<file path="src/hw/rtl/pgtbl_pkg.sv">
// Shared sizes, codes and types of the two-level page table manager.
package pgtbl_pkg;

    // Sizes of the directories and of the page table pool.
    localparam int NUM_DIRECTORIES   = 4;
    localparam int NUM_TABLES        = 16;
    localparam int ENTRIES_PER_LEVEL = 1024;

    localparam int IDX_W    = $clog2(ENTRIES_PER_LEVEL);
    localparam int DID_W    = (NUM_DIRECTORIES > 1) ? $clog2(NUM_DIRECTORIES) : 1;
    localparam int TIDX_W   = (NUM_TABLES > 1) ? $clog2(NUM_TABLES) : 1;
    localparam int CNT_W    = $clog2(NUM_TABLES + 1);

    localparam int DIR_DEPTH  = NUM_DIRECTORIES * ENTRIES_PER_LEVEL;
    localparam int DIR_AW     = DID_W + IDX_W;
    localparam int POOL_DEPTH = NUM_TABLES * ENTRIES_PER_LEVEL;
    localparam int POOL_AW    = TIDX_W + IDX_W;

    // The clearing pass after reset sweeps the larger of the two stores.
    localparam int CLR_DEPTH = (POOL_DEPTH > DIR_DEPTH) ? POOL_DEPTH : DIR_DEPTH;
    localparam int CLR_W     = $clog2(CLR_DEPTH);

    // Command queue between the front and the back.
    localparam int QUEUE_DEPTH = 2;
    localparam int QPTR_W      = (QUEUE_DEPTH > 1) ? $clog2(QUEUE_DEPTH) : 1;
    localparam int QCNT_W      = $clog2(QUEUE_DEPTH + 1);

    localparam logic [31:0] FRAME_MASK    = 32'hFFFF_F000;
    localparam logic [11:0] FLAG_PRESENT  = 12'h001;
    localparam int          FLAG_USER_BIT = 2;

    typedef enum logic [1:0] {
        CMD_MAP    = 2'd0,
        CMD_UNMAP  = 2'd1,
        CMD_LOOKUP = 2'd2
    } t_cmd;

    typedef enum logic [1:0] {
        ST_OK          = 2'd0,
        ST_NO_TABLE    = 2'd1,
        ST_NOT_PRESENT = 2'd2
    } t_status;

    // Operation class decided by the front.
    typedef enum logic [2:0] {
        K_MAP,
        K_UNMAP,
        K_LOOKUP,
        K_IGNORE,
        K_BAD_DIR
    } t_kind;

    typedef enum logic [1:0] {
        BS_CLEAR,
        BS_IDLE,
        BS_DIR,
        BS_POOL
    } t_back_state;

    typedef struct packed {
        t_kind              kind;
        logic [DIR_AW-1:0]  dir_addr;
        logic [IDX_W-1:0]   pt_idx;
        logic [31:0]        entry;
        logic               user;
        logic [31:0]        virt_addr;
    } t_op;

    typedef struct packed {
        logic               present;
        logic               user;
        logic [TIDX_W-1:0]  table_idx;
    } t_dir_entry;

    typedef struct packed {
        logic full;
        logic empty;
    } t_q_stat;

endpackage

</file>
<file path="src/hw/rtl/pgtbl_ifs.sv">
// Handshake interfaces of the command channel and the result channel.
interface pgtbl_req_if;
    logic        valid;
    logic        ready;
    logic [1:0]  cmd;
    logic [1:0]  dir_id;
    logic [31:0] virt_addr;
    logic [31:0] page_addr;
    logic [11:0] page_flags;

    modport source (output valid, cmd, dir_id, virt_addr, page_addr, page_flags,
                    input ready);
    modport sink   (input valid, cmd, dir_id, virt_addr, page_addr, page_flags,
                    output ready);
endinterface


</file>
<file path="src/hw/rtl/pgtbl_front.sv">
// Front end: takes command beats and classifies them into queue entries.
module pgtbl_front (
    pgtbl_req_if.sink           i_req,
    input  logic                i_clearing,
    input  pgtbl_pkg::t_q_stat  i_q_stat,
    output logic                o_push,
    output pgtbl_pkg::t_op      o_op
);

    // Directory store address: directory number above the directory index.
    function automatic logic [pgtbl_pkg::DIR_AW-1:0] dir_address(
        input logic [1:0]                  dir_id,
        input logic [pgtbl_pkg::IDX_W-1:0] pd
    );
        logic [31:0] wide;
        wide = (32'(dir_id) << pgtbl_pkg::IDX_W) | 32'(pd);
        return wide[pgtbl_pkg::DIR_AW-1:0];
    endfunction

    logic in_range;

    // Beats are refused while the stores are being cleared or the queue is full.
    assign i_req.ready = !i_clearing && !i_q_stat.full;
    assign o_push      = i_req.valid && i_req.ready;

    assign in_range = 32'(i_req.dir_id) < pgtbl_pkg::NUM_DIRECTORIES;

    always_comb begin
        // Classify the command; an unknown code is answered without touching state.
        case (pgtbl_pkg::t_cmd'(i_req.cmd))
            pgtbl_pkg::CMD_MAP: begin
                o_op.kind = in_range ? pgtbl_pkg::K_MAP : pgtbl_pkg::K_BAD_DIR;
            end
            pgtbl_pkg::CMD_UNMAP: begin
                o_op.kind = in_range ? pgtbl_pkg::K_UNMAP : pgtbl_pkg::K_BAD_DIR;
            end
            pgtbl_pkg::CMD_LOOKUP: begin
                o_op.kind = in_range ? pgtbl_pkg::K_LOOKUP : pgtbl_pkg::K_BAD_DIR;
            end
            default: begin
                o_op.kind = pgtbl_pkg::K_IGNORE;
            end
        endcase

        // Split the virtual address and build the table entry for a map.
        o_op.dir_addr  = dir_address(i_req.dir_id,
                                     i_req.virt_addr[31 -: pgtbl_pkg::IDX_W]);
        o_op.pt_idx    = i_req.virt_addr[21 -: pgtbl_pkg::IDX_W];
        o_op.entry     = i_req.page_addr | {20'b0, i_req.page_flags}
                       | {20'b0, pgtbl_pkg::FLAG_PRESENT};
        o_op.user      = i_req.page_flags[pgtbl_pkg::FLAG_USER_BIT];
        o_op.virt_addr = i_req.virt_addr;
    end

endmodule

</file>
<file path="src/flat_wrapper.sv">
// flat-port wrapper written by rule: the top's interface ports become plain ports
module pgtbl_front_flat 
  (i_clearing, i_q_stat, o_push, o_op, i_req_valid, i_req_cmd, i_req_dir_id, i_req_virt_addr, i_req_page_addr, i_req_page_flags, i_req_ready);
  pgtbl_req_if i_req_i ();
  input  logic i_clearing;
  input  pgtbl_pkg::t_q_stat i_q_stat;
  output logic o_push;
  output pgtbl_pkg::t_op o_op;
  input wire logic [$bits(i_req_i.valid)-1:0] i_req_valid;
  input wire logic [$bits(i_req_i.cmd)-1:0] i_req_cmd;
  input wire logic [$bits(i_req_i.dir_id)-1:0] i_req_dir_id;
  input wire logic [$bits(i_req_i.virt_addr)-1:0] i_req_virt_addr;
  input wire logic [$bits(i_req_i.page_addr)-1:0] i_req_page_addr;
  input wire logic [$bits(i_req_i.page_flags)-1:0] i_req_page_flags;
  output wire logic [$bits(i_req_i.ready)-1:0] i_req_ready;
  assign i_req_i.valid = i_req_valid;
  assign i_req_i.cmd = i_req_cmd;
  assign i_req_i.dir_id = i_req_dir_id;
  assign i_req_i.virt_addr = i_req_virt_addr;
  assign i_req_i.page_addr = i_req_page_addr;
  assign i_req_i.page_flags = i_req_page_flags;
  assign i_req_ready = i_req_i.ready;
  pgtbl_front u_core (.i_req(i_req_i), .i_clearing(i_clearing), .i_q_stat(i_q_stat), .o_push(o_push), .o_op(o_op));
endmodule
</file>
<file path="config.mk">
export PLATFORM = sky130hd
export DESIGN_NAME = pgtbl_front_flat
export DESIGN_NICKNAME = d
export VERILOG_FILES = /design/src/hw/rtl/pgtbl_pkg.sv /design/src/hw/rtl/pgtbl_ifs.sv /design/src/hw/rtl/pgtbl_front.sv /design/src/flat_wrapper.sv
export SDC_FILE = /design/constraint.sdc
export NUM_CORES = 1
export LEC_CHECK = 0
export BUFFER_PORTS_ARGS = -buffer_cell sky130_fd_sc_hd__buf_4
export CAP_MARGIN = 20
export CELL_PAD_IN_SITES_DETAIL_PLACEMENT = 0
export CELL_PAD_IN_SITES_GLOBAL_PLACEMENT = 1
export CORE_AREA = 2 2 82 84
export DETAILED_ROUTE_END_ITERATION = 6
export DIE_AREA = 0 0 84 86
export PLACE_DENSITY_LB_ADDON = 0.1
export SETUP_SLACK_MARGIN = 0.2
export SYNTH_ARGS = -nofsm -noshare
export SYNTH_HDL_FRONTEND = slang
export SYNTH_SLANG_ARGS = --single-unit
</file>
<file path="constraint.sdc">
create_clock -name vclk -period 0.8
set_input_delay 0.16 -clock vclk [all_inputs]
set_output_delay 0.16 -clock vclk [all_outputs]
set_load 0.1 [all_outputs]
</file>
==> out/metrics.yaml <==
outcome: "finished with violations"
violations: "negative setup slack"
netSwitchingFraction: 0.560
finalCritPeriodShare: 1.08
syn-cell-area_um2: 678
postRouteAntennaNets: 0
min_period_ns: 0.866
wirelength_um: 1400
clkPwrFrac: 0
cp-end-kind: "primary output"
flops_and_latches: 0
rsz0062_at_grt: "true"
postCtsSetupRepairBufs: 0
dieArea_mm2: 0.00722
post_drt_wl_per_cell_um: 10.7
drt_iter0_drc: 1
fin_util: 0.125
p_comb_frac: 1.000
die_y_um: 86
initial_core_util: 0.108
io-pin-count: 176
clkbuf_count: 0
numPortBuffers: 39
crit_type: "in -> out"
drv_slew: 0
p_seq_frac: 0
synthCells: 94
num_rows: 29
drive_gt1_frac: 0.963
power.density_mw_per_mm2: 851
hold_ws_ns: 0.320
syn-num-nets: 178
crit_arrival_ns: 0.71
cp_max_fo: 2
worstHoldPathType: "in -> out"
critPathLaunchType: "input pin"
postCtsHoldBufs: 0
vias: 342
setup_viol: 12
route.detailed.drc: 0
grt_pass1_wl_um: 1930
grt-ovfl-total: 0
ys_seq_area_frac: 0
vdd_drop_max_mv: 0.215
register_area_um2: 0
grt_pass1_vias: 383
grt_max_degree: 3
p_sw_mw: 0.375
fp.dieW_um: 84
antenna_found_initial: 0
vias_per_cell: 2.61
core-area_mm2: 0.00628
place_congestion: 0.610
yosysWarnings: 0
grt_use_total: 0.0333
num-fill-cells: 715
firstDrtPassIters: 2
area_delta_synth_final_pct: 15.9
p_total_mw: 0.669
num_antenna_cells: 0
max_freq_mhz: 1150
worst_slack_ns: -0.0662
hold_viol_final: 0
intPower_mw: 0.294
avgSynthCellArea_um2: 7.21
dp_hpwl_um: 1220
layout.nets: 140
tns_ns: -0.280
yosysUniqueCellTypes: 6
crit_required_ns: 0.64
cap_violations: 0
p_leak_nw: 0.339
==> placed cells by master, fill, tap and decap left out <==
master   count
conb_1       2
buf_12      13
buf_8        3
or2_4       11
nor3b_4      1
buf_6       22
buf_4        1
nor2_2       1
==> area by class of cell <==
| cell class | count | area, um2 | share of cell area |
|---|---|---|---|
| timing repair buffer | 39 | 561 | 0.713 |
| multi-input combinational | 15 | 129 | 0.164 |
| tap | 77 | 96.3 | 0.123 |
==> metrics by stage <==
| stage | worst slack [ns] | instances | instance area (um2) |
|---|---|---|---|
| after floorplan | -0.353 | 94 | 734 |
| after global placement | -0.153 | 131 | 518 |
| after detailed placement | -0.170 | 131 | 518 |
| after CTS | -0.0792 | 131 | 782 |
| after global routing | -0.0919 | 131 | 786 |
| final | -0.0662 | 131 | 786 |
==> power groups by stage <==
stage	sequential (mW)	clock [mW]	combinational, mW
after floorplan	0	0	2.17
after detailed placement	0	0	0.520
after CTS	0	0	0.671
final	0	0	0.669
after global routing	0	0	0.688
after global placement	0	0	0.518
==> synthesized netlist by cell type <==
cell type   n  area [um2]
buf_4      77         578
nor2_1      1        3.75
or2_1      11        68.8
nor3b_2     1        12.5
clkbuf_1    2        7.51
conb_1      2        7.51
==> routing by layer <==
layer / GRT usage / part of all wire
met5: 0 / 0
met4: 0.0704 / 0.19
met3: 0.0164 / 0.23
met2: 0.0480 / 0.42
met1: 0.0200 / 0.15
==> logic make-up after synthesis <==
family	share of synthesized area
other	0.0111
and+or+nand+nor	0.125
buffers and inverters	0.863
==> critical path, cell delays in order <==
cell	delay, ns
buf_8	0.10
nor3b_4	0.23
buf_12	0.20
==> timing repair <==
item	CTS	global route
gates cloned	0	0
setup endpoints to repair	14	13
pin swaps	12	7
resized for setup	66	1
==> path summary, 6_finish.rpt <==
path	cells past startpoint	slack (ns)	to	startpoint
max	3	-0.07	o_push	i_q_stat[1]
min	0	0.32	o_op[1]	i_req_virt_addr[1]
No activity file was read; power rests on OpenSTA's default activity.
