### config.mk
export PLATFORM = sky130hd
export DESIGN_NAME = pgtbl_queue
export DESIGN_NICKNAME = d
export VERILOG_FILES = /design/src/hw/rtl/pgtbl_pkg.sv /design/src/hw/rtl/pgtbl_queue.sv
export SDC_FILE = /design/constraint.sdc
export NUM_CORES = 1
export LEC_CHECK = 0
export BUFFER_PORTS_ARGS = -buffer_cell sky130_fd_sc_hd__buf_2
export CAP_MARGIN = 20
export CORE_ASPECT_RATIO = 0.6
export CORE_MARGIN = 1
export CORE_UTILIZATION = 47
export CTS_CLUSTER_SIZE = 8
export DETAILED_ROUTE_END_ITERATION = 10
export GPL_TIMING_DRIVEN = 0
export PLACE_DENSITY = 0.76
export SETUP_SLACK_MARGIN = 0.2
export SYNTH_ARGS = -nofsm -noshare
export SYNTH_HDL_FRONTEND = slang
export SYNTH_SLANG_ARGS = --single-unit
### constraint.sdc
create_clock -name i_clk -period 4.8 [get_ports i_clk]
set_input_delay 0.24 -clock i_clk [delete_from_list [all_inputs] [get_ports i_clk]]
set_output_delay 0.24 -clock i_clk [all_outputs]
set_load 0.02 [all_outputs]
### src/hw/rtl/pgtbl_pkg.sv
// Shared sizes, codes and types of the two-level page table manager.
package pgtbl_pkg;

    // Sizes of the directories and of the page table pool.
    localparam int NUM_DIRECTORIES   = 4;
    localparam int NUM_TABLES        = 16;
    localparam int ENTRIES_PER_LEVEL = 1024;

    localparam int IDX_W    = $clog2(ENTRIES_PER_LEVEL);
    localparam int DID_W    = (NUM_DIRECTORIES > 1) ? $clog2(NUM_DIRECTORIES) : 1;
    localparam int TIDX_W   = (NUM_TABLES > 1) ? $clog2(NUM_TABLES) : 1;
    localparam int CNT_W    = $clog2(NUM_TABLES + 1);

    localparam int DIR_DEPTH  = NUM_DIRECTORIES * ENTRIES_PER_LEVEL;
    localparam int DIR_AW     = DID_W + IDX_W;
    localparam int POOL_DEPTH = NUM_TABLES * ENTRIES_PER_LEVEL;
    localparam int POOL_AW    = TIDX_W + IDX_W;

    // The clearing pass after reset sweeps the larger of the two stores.
    localparam int CLR_DEPTH = (POOL_DEPTH > DIR_DEPTH) ? POOL_DEPTH : DIR_DEPTH;
    localparam int CLR_W     = $clog2(CLR_DEPTH);

    // Command queue between the front and the back.
    localparam int QUEUE_DEPTH = 2;
    localparam int QPTR_W      = (QUEUE_DEPTH > 1) ? $clog2(QUEUE_DEPTH) : 1;
    localparam int QCNT_W      = $clog2(QUEUE_DEPTH + 1);

    localparam logic [31:0] FRAME_MASK    = 32'hFFFF_F000;
    localparam logic [11:0] FLAG_PRESENT  = 12'h001;
    localparam int          FLAG_USER_BIT = 2;

    typedef enum logic [1:0] {
        CMD_MAP    = 2'd0,
        CMD_UNMAP  = 2'd1,
        CMD_LOOKUP = 2'd2
    } t_cmd;

    typedef enum logic [1:0] {
        ST_OK          = 2'd0,
        ST_NO_TABLE    = 2'd1,
        ST_NOT_PRESENT = 2'd2
    } t_status;

    // Operation class decided by the front.
    typedef enum logic [2:0] {
        K_MAP,
        K_UNMAP,
        K_LOOKUP,
        K_IGNORE,
        K_BAD_DIR
    } t_kind;

    typedef enum logic [1:0] {
        BS_CLEAR,
        BS_IDLE,
        BS_DIR,
        BS_POOL
    } t_back_state;

    typedef struct packed {
        t_kind              kind;
        logic [DIR_AW-1:0]  dir_addr;
        logic [IDX_W-1:0]   pt_idx;
        logic [31:0]        entry;
        logic               user;
        logic [31:0]        virt_addr;
    } t_op;

    typedef struct packed {
        logic               present;
        logic               user;
        logic [TIDX_W-1:0]  table_idx;
    } t_dir_entry;

    typedef struct packed {
        logic full;
        logic empty;
    } t_q_stat;

endpackage

### src/hw/rtl/pgtbl_queue.sv
// Short FIFO of classified operations between the front and the back.
module pgtbl_queue (
    input  logic                i_clk,
    input  logic                i_rst_n,
    input  logic                i_push,
    input  pgtbl_pkg::t_op      i_op,
    input  logic                i_pop,
    output pgtbl_pkg::t_op      o_op,
    output pgtbl_pkg::t_q_stat  o_stat
);

    pgtbl_pkg::t_op                 r_mem [pgtbl_pkg::QUEUE_DEPTH];
    logic [pgtbl_pkg::QPTR_W-1:0]   r_wr_ptr;
    logic [pgtbl_pkg::QPTR_W-1:0]   r_rd_ptr;
    logic [pgtbl_pkg::QCNT_W-1:0]   r_count;
    logic [pgtbl_pkg::QPTR_W-1:0]   n_wr_ptr;
    logic [pgtbl_pkg::QPTR_W-1:0]   n_rd_ptr;

    // Pointer advance with wrap at the queue depth.
    always_comb begin
        n_wr_ptr = (r_wr_ptr == pgtbl_pkg::QPTR_W'(pgtbl_pkg::QUEUE_DEPTH - 1))
                 ? '0 : r_wr_ptr + pgtbl_pkg::QPTR_W'(1);
        n_rd_ptr = (r_rd_ptr == pgtbl_pkg::QPTR_W'(pgtbl_pkg::QUEUE_DEPTH - 1))
                 ? '0 : r_rd_ptr + pgtbl_pkg::QPTR_W'(1);
    end

    // Pointers and fill level.
    always_ff @(posedge i_clk) begin
        if (!i_rst_n) begin
            r_wr_ptr <= '0;
            r_rd_ptr <= '0;
            r_count  <= '0;
        end else begin
            if (i_push) begin
                r_wr_ptr <= n_wr_ptr;
            end
            if (i_pop) begin
                r_rd_ptr <= n_rd_ptr;
            end
            if (i_push && !i_pop) begin
                r_count <= r_count + pgtbl_pkg::QCNT_W'(1);
            end else if (i_pop && !i_push) begin
                r_count <= r_count - pgtbl_pkg::QCNT_W'(1);
            end
        end
    end

    // Entry storage.
    always_ff @(posedge i_clk) begin
        if (i_push) begin
            r_mem[r_wr_ptr] <= i_op;
        end
    end

    assign o_op   = r_mem[r_rd_ptr];
    assign o_stat = '{full:  (r_count == pgtbl_pkg::QCNT_W'(pgtbl_pkg::QUEUE_DEPTH)),
                      empty: (r_count == '0)};

endmodule

==> flow_summary.ini <==
[cells_and_area]
fin_area_um2 = 8930
num_antenna_cells = 0
nFillCells = 968
finalNonFillerCells = 745
final_core_util_pct = 64.6
drive_gt1_share_pct = 57.9
syn2layout_area_growth_pct = 32.4
nets = 636

[setup_path]
worst_ep_required_time_ps = 4560
ff2ff_setup_slack_ps = 3090
cpMaxStageDelayCell = mux2_2
critPathKind = flop to output port
end_kind = output port
path_cells = buf_4 > buf_6 > mux2_2 > buf_2
critical_path_arrival_ps = 1660
crit_fanout = 10
slowest_delay_ps = 350
crit-reg2reg-launch = r_wr_ptr
rr_worst_depth = 2
r2r_end = r_mem[0][54]
worstSetupStartpointType = flop
critPathTopFamily = buffers and inverters
critPathBufInv = 3

[routing]
top_layer = met4
dr_wl_met3_mm = 1.09
dr_wl_met2_mm = 5.99
routedWlPerCell_um = 16.6
routed_wl_mm = 12.4
drt-initial-drc-count = 144
drc = 0
dr.pass1.iters = 4
num_vias = 3541
ant_nets = 0
vias_per_cell = 4.75
met1_length_mm = 5.21

[placed_design]
dp.cells = 682
post_dp_cell_area_um2 = 7990
io_buffer_count = 185
routabilityCongestion = 0.707
place_ws_ps = 2990
dp.final_hpwl_mm = 8.24

[cts]
clk_pin_slew_worst_paths_ps = 70
clockBufferDepth = 2
numClockSinks = 185
cts_root_buf = clkbuf_16
cts_resized = 0
cts-buffers-inserted = 17
cts_tree = done
clkLatencyLatePin_ps = 410
htreeDepth = 4

[power_and_ir_drop]
comb_power_share_pct = 12.2
p_sw_mw = 0.853
power_density_nw_per_um2 = 425
ir_worst_vdd_mv = 0.238
finalPower_mw = 3.80
internal_power_mw = 2.95
p_leak_nw = 3.37
p_sw_share_pct = 22.5
pwr-share-seq_pct = 49.6
pwr-share-clk_pct = 38.2

[floorplanning]
boundaryPins = 186
placementRows = 33
dieArea_um2 = 14900
initial_utilization_pct = 48.8
coreArea_um2 = 13800
die_h_um = 94.8
die_w_um = 157

[yosys]
synth-edff-count = 180
synthArstFlopShare_pct = 0
ys_types = 17
ys.flop_type = edfxtp_1
syn-num-nets = 397
synth_area_um2 = 6750
synth_cells = 302
yosysSeqAreaShare_pct = 81.6
synth.avg_cell_area_um2 = 22.3
ys.warnings.count = 0
ys_ff_latch = 185

[grt]
grt_pass1_vias = 3728
grt_max_degree = 48
grt_usage_pct = 17.0
grt_pass1_wl_mm = 18.6
grt_remaining_overflow = 0
antenna_found_initial = 0

[timing]
finalHoldViolations = 0
fin_crit_ps = 1900
holdWs_ps = 18.7
tightest_slew_ps = 908
max_freq_mhz = 526
fin_skew_ps = 9.55
rsz0062_at_grt = no
setup_viol = 0
slew_headroom_pct = 39.3
finalCritPeriodShare_pct = 39.6
fin_setup_tns_ps = 0
worst_slack_ps = 2900
final_max_slew_viol_count = 0

[min_path]
hold_end = r_mem[0][50]
whs_path_depth = 1
hold_path.class = input port to flop
min_from = i_op[50]

[status]
status = finished clean

[flow_run]
max_cap_viol_count = 0
-- worst register-to-register path, cell delays in order, from the launching register on --
cell     delay [ps]
dfxtp_1         350
nor2b_4         720
buf_12          320
-- how the worst max path moves through the flow --
stage / start / endpoint / slack, ps / cells past startpoint
floorplan: r_wr_ptr / r_mem[0][0] / 1690 / 1
global placement: i_push / r_mem[0][60] / 570 / 2
detailed placement: i_push / r_mem[0][58] / 2990 / 3
CTS: flop / o_op[82] / 2850 / 4
global route: flop / o_op[28] / 2810 / 4
finish: flop / o_op[3] / 2900 / 4
-- metal layers --
metal | vias to the layer above | global-route usage (%)
li1 | 1670 | -
met1 | 1729 | 20.4
met2 | 134 | 28.7
met3 | 8 | 6.56
met4 | 0 | 5.07
met5 | - | 0
-- area by class of cell --
class                   instances  area, um^2  share of cell area [%]
well taps                     192         240                    2.69
inverters                       1        3.75                  0.0420
multi-input cells             106        1140                    12.8
clock buffers                  18         429                    4.81
plain buffers                  10         109                    1.22
repair buffers                220        1310                    14.7
clock inverters                13         190                    2.13
flip-flops and latches        185        5510                    61.7
-- cells by family after synthesis --
kind of cell | Yosys count | synth area share [%]
AO/OA/AOI/OAI | 3 | 0.297
adder cells (fa/ha/maj) | 1 | 0.185
XOR/XNOR | 3 | 0.390
AND/OR/NAND/NOR | 9 | 0.835
flip-flops | 185 | 81.6
multiplexers | 90 | 15.0
buffers and inverters | 11 | 1.67
-- synthesized netlist by cell type, types with 2 or more instances --
cell      instances  area (um^2)
dfxtp_1           5          100
xor2_1            2         17.5
buf_6             9          101
nor2b_1           2         12.5
and2_1            4         25.0
edfxtp_1        180         5410
mux2_2           90         1010
-- power groups by stage --
stage	combinational (mW)	clock, mW	sequential [mW]
after floorplan	0.281	0	1.92
after global placement	0.425	0	1.92
after detailed placement	0.445	0	1.92
after CTS	0.467	1.48	1.89
after global routing	0.496	1.55	1.89
final	0.462	1.45	1.89
-- timing repair --
action                                 4_1_cts  5_1_grt
endpoints found under the hold margin       58        1
setup buffers                                0        0
hold buffers                                31        1
-- registers in the layout, indices dropped and copies added, names as in the netlist, named ones only --
name,cells
r_count,2
r_rd_ptr,1
r_wr_ptr,1
r_mem,180
-- layout by cell type (no fill, tap or decap) --
cell | netlist | routed
buf_2 | 0 | 185
edfxtp_1 | 180 | 180
mux2_2 | 90 | 90
dlygate4sd3_1 | 0 | 32
clkbuf_16 | 0 | 17
buf_6 | 9 | 9
dfxtp_1 | 5 | 5
bufinv_16 | 0 | 4
inv_6 | 0 | 4
and2_1 | 4 | 3
clkinvlp_4 | 0 | 3
xor2_1 | 2 | 2
buf_12 | 0 | 2
buf_4 | 1 | 1
and2b_2 | 1 | 1
nor2_1 | 1 | 1
inv_1 | 1 | 1
and2_4 | 0 | 1
nor2b_4 | 0 | 1
xnor2_1 | 1 | 1
nor2b_1 | 2 | 1
o21a_1 | 1 | 1
o21ai_0 | 1 | 1
or3_1 | 1 | 1
a21boi_1 | 1 | 1
ha_1 | 1 | 1
clkinv_1 | 0 | 1
clkbuf_1 | 0 | 1
clkinv_4 | 0 | 1
buf_16 | 0 | 1
Note: power is estimated with default switching activity, not from simulation.
